File: src/rtl/ohtn_pkg.sv
// ----------------------------------------------------------------------------
// ohtn_pkg
// Shared types, constants and hash functions of the hash tree node unit.
// ----------------------------------------------------------------------------
package ohtn_pkg;

  localparam int unsigned HASH_W     = 32;
  localparam int unsigned DEC_DIGITS = 10;
  localparam int unsigned BCD_W      = 4 * DEC_DIGITS;
  localparam int unsigned DIG_IDX_W  = 4;
  localparam int unsigned BIT_CNT_W  = 5;
  localparam logic [7:0]  ASCII_ZERO = 8'h30;

  // Work handed from the front part to the back part on a finish request.
  typedef struct packed {
    logic [HASH_W-1:0] node_h;
    logic [HASH_W-1:0] left_h;
    logic [HASH_W-1:0] right_h;
    logic              has_left;
    logic              has_right;
  } job_t;

  typedef enum logic [2:0] {
    BK_IDLE,
    BK_CONV,
    BK_FOLD,
    BK_FINAL,
    BK_EMIT
  } back_state_t;

  // One byte step of the one-at-a-time hash.
  function automatic logic [HASH_W-1:0] oaat_mix(input logic [HASH_W-1:0] acc,
                                                 input logic [7:0] b);
    logic [HASH_W-1:0] a;
    a = acc + {{(HASH_W-8){1'b0}}, b};
    a = a + (a << 10);
    a = a ^ (a >> 6);
    return a;
  endfunction

  // Final avalanche of the one-at-a-time hash.
  function automatic logic [HASH_W-1:0] oaat_final(input logic [HASH_W-1:0] acc);
    logic [HASH_W-1:0] a;
    a = acc + (acc << 3);
    a = a ^ (a >> 11);
    a = a + (a << 15);
    return a;
  endfunction

  // One shift-and-add-3 step of binary to BCD conversion.
  function automatic logic [BCD_W-1:0] dabble_step(input logic [BCD_W-1:0] bcd,
                                                   input logic bit_in);
    logic [BCD_W-1:0] adj;
    logic [3:0]       d;
    for (int i = 0; i < DEC_DIGITS; i++) begin
      d = bcd[i*4 +: 4];
      if (d >= 4'd5) begin
        d = d + 4'd3;
      end
      adj[i*4 +: 4] = d;
    end
    return {adj[BCD_W-2:0], bit_in};
  endfunction

endpackage

File: src/rtl/oaat_hash_tree_node_unit.sv
// ----------------------------------------------------------------------------
// oaat_hash_tree_node_unit
// One node of a hash tree built on the one-at-a-time hash.
// ----------------------------------------------------------------------------
// The input side is a queue: a request is taken when in_push is high and
// in_full is low. A data request folds in_data_byte into the running hash
// and gives no result. A finish request mixes the running hash into the
// node hash, clears the running hash and hands a job to the back part.
// The result side is a queue too: out_node_hash is valid while out_empty is
// low and is taken when out_pop is high.
// Data requests go in at one per cycle while in_full is low. A finish
// request for a leaf goes through the queue and the back part's
// accumulator into the output register. With children, the back part
// converts each of the up to three hashes from binary to decimal and
// folds its digits, then does the final mixing once for the node.
// Jobs wait in a short queue, so the front keeps taking requests while the
// back part works or the receiver stalls; in_full rises once it is full.
// Synchronous reset clears the running hash, the queue and the result valid flag.
module oaat_hash_tree_node_unit #(
  parameter int unsigned QUEUE_DEPTH = 2
) (
  input  logic        clk,
  input  logic        rst_n,
  input  logic        in_push,
  output logic        in_full,
  input  logic        in_op,
  input  logic [7:0]  in_data_byte,
  input  logic [31:0] in_left_hash,
  input  logic [31:0] in_right_hash,
  input  logic        in_has_left,
  input  logic        in_has_right,
  output logic        out_empty,
  input  logic        out_pop,
  output logic [31:0] out_node_hash
);
  import ohtn_pkg::*;

  job_t push_job;
  job_t pop_job;
  logic q_push, q_full, q_pop, q_empty;

  ohtn_front u_front (
    .clk          (clk),
    .rst_n        (rst_n),
    .in_push      (in_push),
    .in_full      (in_full),
    .in_op        (in_op),
    .in_data_byte (in_data_byte),
    .in_left_hash (in_left_hash),
    .in_right_hash(in_right_hash),
    .in_has_left  (in_has_left),
    .in_has_right (in_has_right),
    .q_push       (q_push),
    .q_job        (push_job),
    .q_full       (q_full)
  );

  ohtn_fifo #(
    .DEPTH(QUEUE_DEPTH)
  ) u_fifo (
    .clk   (clk),
    .rst_n (rst_n),
    .push  (q_push),
    .wr_job(push_job),
    .full  (q_full),
    .pop   (q_pop),
    .rd_job(pop_job),
    .empty (q_empty)
  );

  ohtn_back u_back (
    .clk          (clk),
    .rst_n        (rst_n),
    .q_job        (pop_job),
    .q_empty      (q_empty),
    .q_pop        (q_pop),
    .out_empty    (out_empty),
    .out_pop      (out_pop),
    .out_node_hash(out_node_hash)
  );

endmodule

File: src/rtl/ohtn_fifo.sv
// ----------------------------------------------------------------------------
// ohtn_fifo
// Short job queue between the front and the back part.
// ----------------------------------------------------------------------------
module ohtn_fifo #(
  parameter int unsigned DEPTH = 2
) (
  input  logic          clk,
  input  logic          rst_n,
  input  logic          push,
  input  ohtn_pkg::job_t wr_job,
  output logic          full,
  input  logic          pop,
  output ohtn_pkg::job_t rd_job,
  output logic          empty
);
  import ohtn_pkg::*;

  localparam int unsigned PW = (DEPTH > 1) ? $clog2(DEPTH) : 1;
  localparam int unsigned CW = $clog2(DEPTH + 1);

  job_t          mem_r [DEPTH];
  logic [PW-1:0] wr_ptr_r, wr_ptr_nxt;
  logic [PW-1:0] rd_ptr_r, rd_ptr_nxt;
  logic [CW-1:0] count_r, count_nxt;
  logic          do_push, do_pop;

  assign full    = (count_r == CW'(DEPTH));
  assign empty   = (count_r == '0);
  assign do_push = push && !full;
  assign do_pop  = pop && !empty;
  assign rd_job  = mem_r[rd_ptr_r];

  always_comb begin
    wr_ptr_nxt = wr_ptr_r;
    rd_ptr_nxt = rd_ptr_r;
    count_nxt  = count_r;
    if (do_push) begin
      wr_ptr_nxt = (wr_ptr_r == PW'(DEPTH - 1)) ? '0 : wr_ptr_r + 1'b1;
    end
    if (do_pop) begin
      rd_ptr_nxt = (rd_ptr_r == PW'(DEPTH - 1)) ? '0 : rd_ptr_r + 1'b1;
    end
    if (do_push && !do_pop) begin
      count_nxt = count_r + 1'b1;
    end else if (do_pop && !do_push) begin
      count_nxt = count_r - 1'b1;
    end
  end

  always_ff @(posedge clk) begin
    if (!rst_n) begin
      wr_ptr_r <= '0;
      rd_ptr_r <= '0;
      count_r  <= '0;
    end else begin
      wr_ptr_r <= wr_ptr_nxt;
      rd_ptr_r <= rd_ptr_nxt;
      count_r  <= count_nxt;
    end
  end

  always_ff @(posedge clk) begin
    if (do_push) begin
      mem_r[wr_ptr_r] <= wr_job;
    end
  end

endmodule

File: src/rtl/ohtn_front.sv
// ----------------------------------------------------------------------------
// ohtn_front
// Accepts requests, folds data bytes into the running hash and queues a job
// with the mixed node hash on each finish request.
// ----------------------------------------------------------------------------
module ohtn_front (
  input  logic           clk,
  input  logic           rst_n,
  input  logic           in_push,
  output logic           in_full,
  input  logic           in_op,
  input  logic [7:0]     in_data_byte,
  input  logic [31:0]    in_left_hash,
  input  logic [31:0]    in_right_hash,
  input  logic           in_has_left,
  input  logic           in_has_right,
  output logic           q_push,
  output ohtn_pkg::job_t q_job,
  input  logic           q_full
);
  import ohtn_pkg::*;

  logic [HASH_W-1:0] running_r, running_nxt;
  logic              accept;

  assign in_full = q_full;
  assign accept  = in_push && !q_full;
  assign q_push  = accept && in_op;

  always_comb begin
    q_job.node_h    = oaat_final(running_r);
    q_job.left_h    = in_left_hash;
    q_job.right_h   = in_right_hash;
    q_job.has_left  = in_has_left;
    q_job.has_right = in_has_right;
  end

  always_comb begin
    running_nxt = running_r;
    if (accept) begin
      running_nxt = in_op ? '0 : oaat_mix(running_r, in_data_byte);
    end
  end

  always_ff @(posedge clk) begin
    if (!rst_n) begin
      running_r <= '0;
    end else begin
      running_r <= running_nxt;
    end
  end

endmodule

File: src/rtl/ohtn_back.sv
// ----------------------------------------------------------------------------
// ohtn_back
// Takes queued jobs, converts the node and child hashes to decimal, hashes
// the digits (a leaf skips both) and holds the result in the output register.
// ----------------------------------------------------------------------------
module ohtn_back (
  input  logic           clk,
  input  logic           rst_n,
  input  ohtn_pkg::job_t q_job,
  input  logic           q_empty,
  output logic           q_pop,
  output logic           out_empty,
  input  logic           out_pop,
  output logic [31:0]    out_node_hash
);
  import ohtn_pkg::*;

  back_state_t          state_r, state_nxt;
  logic [HASH_W-1:0]    acc_r, acc_nxt;
  logic [HASH_W-1:0]    num_r, num_nxt;
  logic [HASH_W-1:0]    left_r, left_nxt;
  logic [HASH_W-1:0]    right_r, right_nxt;
  logic                 pend_left_r, pend_left_nxt;
  logic                 pend_right_r, pend_right_nxt;
  logic [BCD_W-1:0]     bcd_r, bcd_nxt;
  logic [BIT_CNT_W-1:0] bit_cnt_r, bit_cnt_nxt;
  logic [DIG_IDX_W-1:0] idx_r, idx_nxt;
  logic                 started_r, started_nxt;
  logic [HASH_W-1:0]    out_hash_r, out_hash_nxt;
  logic                 out_valid_r, out_valid_nxt;
  logic [3:0]           digit;
  logic                 take_digit;

  assign out_empty     = !out_valid_r;
  assign out_node_hash = out_hash_r;
  assign digit         = bcd_r[{idx_r, 2'b00} +: 4];
  // Leading zeros are dropped, but the units digit always counts.
  assign take_digit    = started_r || (digit != 4'd0) || (idx_r == '0);

  always_comb begin
    state_nxt      = state_r;
    acc_nxt        = acc_r;
    num_nxt        = num_r;
    left_nxt       = left_r;
    right_nxt      = right_r;
    pend_left_nxt  = pend_left_r;
    pend_right_nxt = pend_right_r;
    bcd_nxt        = bcd_r;
    bit_cnt_nxt    = bit_cnt_r;
    idx_nxt        = idx_r;
    started_nxt    = started_r;
    out_hash_nxt   = out_hash_r;
    out_valid_nxt  = out_valid_r && !out_pop;
    q_pop          = 1'b0;

    case (state_r)
      BK_IDLE: begin
        if (!q_empty) begin
          q_pop          = 1'b1;
          left_nxt       = q_job.left_h;
          right_nxt      = q_job.right_h;
          pend_left_nxt  = q_job.has_left;
          pend_right_nxt = q_job.has_right;
          if (q_job.has_left || q_job.has_right) begin
            acc_nxt     = '0;
            num_nxt     = q_job.node_h;
            bcd_nxt     = '0;
            bit_cnt_nxt = '0;
            state_nxt   = BK_CONV;
          end else begin
            acc_nxt   = q_job.node_h;
            state_nxt = BK_EMIT;
          end
        end
      end
      BK_CONV: begin
        bcd_nxt     = dabble_step(bcd_r, num_r[HASH_W-1]);
        num_nxt     = num_r << 1;
        bit_cnt_nxt = bit_cnt_r + 1'b1;
        if (bit_cnt_r == BIT_CNT_W'(HASH_W - 1)) begin
          idx_nxt     = DIG_IDX_W'(DEC_DIGITS - 1);
          started_nxt = 1'b0;
          state_nxt   = BK_FOLD;
        end
      end
      BK_FOLD: begin
        if (take_digit) begin
          acc_nxt     = oaat_mix(acc_r, ASCII_ZERO | {4'b0000, digit});
          started_nxt = 1'b1;
        end
        idx_nxt = idx_r - 1'b1;
        if (idx_r == '0) begin
          bcd_nxt     = '0;
          bit_cnt_nxt = '0;
          if (pend_left_r) begin
            num_nxt       = left_r;
            pend_left_nxt = 1'b0;
            state_nxt     = BK_CONV;
          end else if (pend_right_r) begin
            num_nxt        = right_r;
            pend_right_nxt = 1'b0;
            state_nxt      = BK_CONV;
          end else begin
            state_nxt = BK_FINAL;
          end
        end
      end
      BK_FINAL: begin
        acc_nxt   = oaat_final(acc_r);
        state_nxt = BK_EMIT;
      end
      BK_EMIT: begin
        if (!out_valid_r || out_pop) begin
          out_hash_nxt  = acc_r;
          out_valid_nxt = 1'b1;
          state_nxt     = BK_IDLE;
        end
      end
      default: begin
        state_nxt = BK_IDLE;
      end
    endcase
  end

  always_ff @(posedge clk) begin
    if (!rst_n) begin
      state_r      <= BK_IDLE;
      out_valid_r  <= 1'b0;
      pend_left_r  <= 1'b0;
      pend_right_r <= 1'b0;
      bit_cnt_r    <= '0;
      idx_r        <= '0;
      started_r    <= 1'b0;
    end else begin
      state_r      <= state_nxt;
      out_valid_r  <= out_valid_nxt;
      pend_left_r  <= pend_left_nxt;
      pend_right_r <= pend_right_nxt;
      bit_cnt_r    <= bit_cnt_nxt;
      idx_r        <= idx_nxt;
      started_r    <= started_nxt;
    end
  end

  always_ff @(posedge clk) begin
    acc_r      <= acc_nxt;
    num_r      <= num_nxt;
    left_r     <= left_nxt;
    right_r    <= right_nxt;
    bcd_r      <= bcd_nxt;
    out_hash_r <= out_hash_nxt;
  end

endmodule
File: config.mk
export PLATFORM = sky130hd
export DESIGN_NAME = oaat_hash_tree_node_unit
export DESIGN_NICKNAME = d
export VERILOG_FILES = /design/src/rtl/ohtn_pkg.sv /design/src/rtl/oaat_hash_tree_node_unit.sv /design/src/rtl/ohtn_fifo.sv /design/src/rtl/ohtn_front.sv /design/src/rtl/ohtn_back.sv
export SDC_FILE = /design/constraint.sdc
export NUM_CORES = 1
export LEC_CHECK = 0
export BUFFER_PORTS_ARGS = -buffer_cell sky130_fd_sc_hd__buf_2
export CORE_UTILIZATION = 63
export DETAILED_ROUTE_END_ITERATION = 10
export GPL_TIMING_DRIVEN = 0
export PLACE_DENSITY = 0.93
export SYNTH_ARGS = -nofsm -noshare
export SYNTH_HDL_FRONTEND = slang
export SYNTH_HIERARCHICAL = 1
export SYNTH_SLANG_ARGS = --single-unit
File: constraint.sdc
create_clock -name clk -period 12.3 [get_ports clk]
set_input_delay 0.615 -clock clk [delete_from_list [all_inputs] [get_ports clk]]
set_output_delay 0.615 -clock clk [all_outputs]
set_load 0.05 [all_outputs]
==> results.md <==
* Run status: complete, no violations
* Final #Nets at 2,725
* Starting density of the core at 0.644
* Largest net degree at the start of global routing at 67
* TritonRoute pass-1 iters at 6
* Max Fclk at 139 MHz
* Final Core Density at 0.709
* Sequential area share after synthesis at 0.475
* HPWL after DPL at 51.8 mm
* Routed vias at just over 20,000
* Hold_buf cts at 0
* Startpoint types: register
* Slew Viols, Final at 0
* H-tree depth at 2
* Netlist Area Pre-Place at 27,300 um^2
* Layout cells sized above 1 at 0.154
* Synth async-reset ratio at 0
* Tot GR Track Use at 0.328
* Final Critical Period at ~7.2 ns
* Routed WL per cell at roughly 24 um
* Gr busiest metal: met2
* Worst slew margin at 0.294
* Worst path required time at 12.65 ns
* CTS sink count at 449
* Clk_lat worst skew at 0.61 ns
* Clock skew at 0.0367 ns
* I/O pin cnt at between 100 and 150
* GR Overflow Total at 0
* Hold slack at 0.194 ns
* Flop-to-flop setup slack at 5.11 ns
* Clk buf depth at 3
* Met1 Resource Use GR at 0.398
* Initial antenna violation count at 2
* Grt met3 use at 0.0700
* Post-Synthesis Mean Instance Area at 11.5 um^2
* Routed Antenna Nets at 0
* CTS buffer count at between 40 and 50
* IO buf count at 46
* Ys flop type: edfxtp_1
* Ant diodes at 0
* Core area at 42,300 um^2
* Final-report hold violation count at 0
* Unique masters post-synth at 111
* Met2 Use GR at 0.556
* Via/cell ratio at 6.60
* Critical Path End Type: register
* RePlAce Congestion at ~1.0
* Worst Hold Class: in2reg
* Drt drc at 0
* Die Wd at 210 um
* Setup CP Type: reg2reg
* Post-CTS setup buffer count at 0
* CP max FO at 10
* # rows at 75
* Post-Synthesis Cells at 2,364
* Syn Nets at around 2,600
* Number of global-route vias before repair at 20,259
* Unrepaired setup endpoints after global routing: no
* FF+latch count, synth at 449
* Fillers at 2,669
* Die area at 44,100 um^2
* Chip height at 210 um
* Final WL at 72.9 mm
* CTS resizes at 0
* Root buffer cell: clkbuf_16
* Crit share post-route at 0.585
* Least-Margin Pin Slew at 1.06 ns
* First-pass GRT wire length at between 100 and 150 mm
* TritonCTS clock tree: yes
* MaxCap Viol Count at 0
* Area Growth Syn to Fin at 9.95%
* Data arrival time of the worst path at 7.54 ns
* Reg clk slew, reported paths at 0.07 ns
* Yosys warning count at 6
* Setup Viol. Count Final at 0
* Number of flops mapped to enable cells by yosys at about 400
* 1st-iter DRT viols at 2,448
[per-layer routing]
layer  routed length, um  part of all wire  vias up
met5                  43           0.00059        -
met4                3670             0.050        2
met3                7610              0.10      308
met2               35300              0.48     1397
met1               26300              0.36     9677
li1                    -                 -     8958
[final timing paths]
check | from | depth (start not counted) | end
setup / recovery | u_back/idx_r[0] | 25 | u_back/acc_r[24]
hold reg to reg | u_back/bit_cnt_r[3] | 1 | u_back/bit_cnt_r[3]
setup reg to reg | u_back/idx_r[0] | 25 | u_back/acc_r[24]
hold / removal | in_left_hash[28] | 1 | u_fifo/mem_r[1][62]
[critical path, cell delays in order, from the launching register on]
cell and delay [ns]:
dfxtp_1 0.30, clkbuf_1 0.41, buf_1 0.60, mux4_2 0.59, nand3b_1 0.11, o21ai_0 0.14
ha_1 0.28, fa_1 0.42, a21oi_1 0.16, nor2b_1 0.07, nor2b_1 0.27, nor2_1 0.12
nand4_1 0.12, xnor2_1 0.16, ha_1 0.26, fa_1 0.43, a211oi_1 0.33, o21bai_1 0.15
a21oi_1 0.24, o21bai_1 0.16, a31oi_1 0.31, nand3b_1 0.13, a21oi_1 0.22, xnor2_1 0.24
xnor3_1 0.40, a221o_1 0.30
[stage by stage]
stage | TNS, ns | worst slack, ns | instances | cell area, um^2
after floorplan | 0 | 3.58 | 2364 | 27300
after global placement | -0.153 | -0.153 | 2987 | 28200
after detailed placement | 0 | 5.31 | 3004 | 28500
after CTS | 0 | 5.26 | 3084 | 30000
after global routing | 0 | 4.79 | 3084 | 30000
final | 0 | 5.11 | 3084 | 30000
[state kept, by name (all words and copies together), names as in the netlist, 2 cells and up, named ones only]
name and flops:
u_back/acc_r 32, u_back/bcd_r 40, u_back/bit_cnt_r 5, u_back/idx_r 4, u_back/left_r 32, u_back/num_r 32
u_back/out_node_hash 32, u_back/right_r 32, u_back/state_r 3, u_fifo/count_r 2, u_fifo/mem_r 196, u_front/running_r 32
[kinds of logic (layout without fill, tap and decap cells)]
kind of cell,Yosys count,count (layout),share of synthesized area
compound gates,508,508,0.133
xor+xnor,281,281,0.0937
fa+ha+maj,173,173,0.0815
buf+inv,210,353,0.0419
flops,449,449,0.475
mux,151,151,0.0665
simple gates,592,592,0.108
[cell usage in the layout, fill, tap and decap left out, types with 9 or more instances in the layout]
cell type,count
edfxtp_1,396
nor2_1,204
ha_1,164
xnor2_1,163
a21oi_1,123
xor2_1,111
nand2_1,104
o21ai_0,80
mux2_2,78
buf_4,75
inv_1,74
buf_2,55
dfxtp_1,53
a221o_1,52
clkbuf_1,51
a21o_1,48
clkbuf_16,45
nor2b_1,45
mux2i_1,44
nand3_1,39
nor3_1,36
a22oi_1,30
and3_1,26
nand2b_1,26
mux2_4,21
o21a_1,20
and2_1,20
o21bai_1,17
nand4_1,13
a31oi_1,12
o21ai_1,11
a211oi_1,11
a211o_1,10
clkbuf_8,9
nor4_1,9
or3_1,9
a21boi_0,9
[cells in the mapped netlist (21+ instances only)]
| cell | instances | area share |
|---|---|---|
| a21o_1 | 48 | 0.013 |
| a21oi_1 | 123 | 0.023 |
| a221o_1 | 52 | 0.019 |
| a22oi_1 | 30 | 0.0083 |
| and3_1 | 27 | 0.0062 |
| buf_4 | 67 | 0.018 |
| clkbuf_1 | 41 | 0.0056 |
| dfxtp_1 | 53 | 0.039 |
| edfxtp_1 | 396 | 0.44 |
| ha_1 | 164 | 0.075 |
| inv_1 | 75 | 0.010 |
| mux2_2 | 78 | 0.032 |
| mux2_4 | 21 | 0.012 |
| mux2i_1 | 44 | 0.016 |
| nand2_1 | 104 | 0.014 |
| nand2b_1 | 26 | 0.0060 |
| nand3_1 | 39 | 0.0072 |
| nor2_1 | 206 | 0.028 |
| nor2b_1 | 45 | 0.010 |
| nor3_1 | 37 | 0.0068 |
| o21ai_0 | 80 | 0.015 |
| xnor2_1 | 163 | 0.052 |
| xor2_1 | 111 | 0.036 |
[area by class of cell]
cell class                      instances  area [um^2]  share of cell area
Multi-Input combinational cell       1705        13200               0.441
Clock buffer                           60         1230              0.0411
Timing Repair Buffer                   63          455              0.0152
Buffer                                134          858              0.0286
Inverter                               76          285             0.00951
Sequential cell                       449        13000               0.432
Tap cell                              577          722              0.0241
Clock inverter                         20          265             0.00885
Power is not shown: default switching activity piles up to over one toggle a cycle in this logic, so the estimate is an artifact.
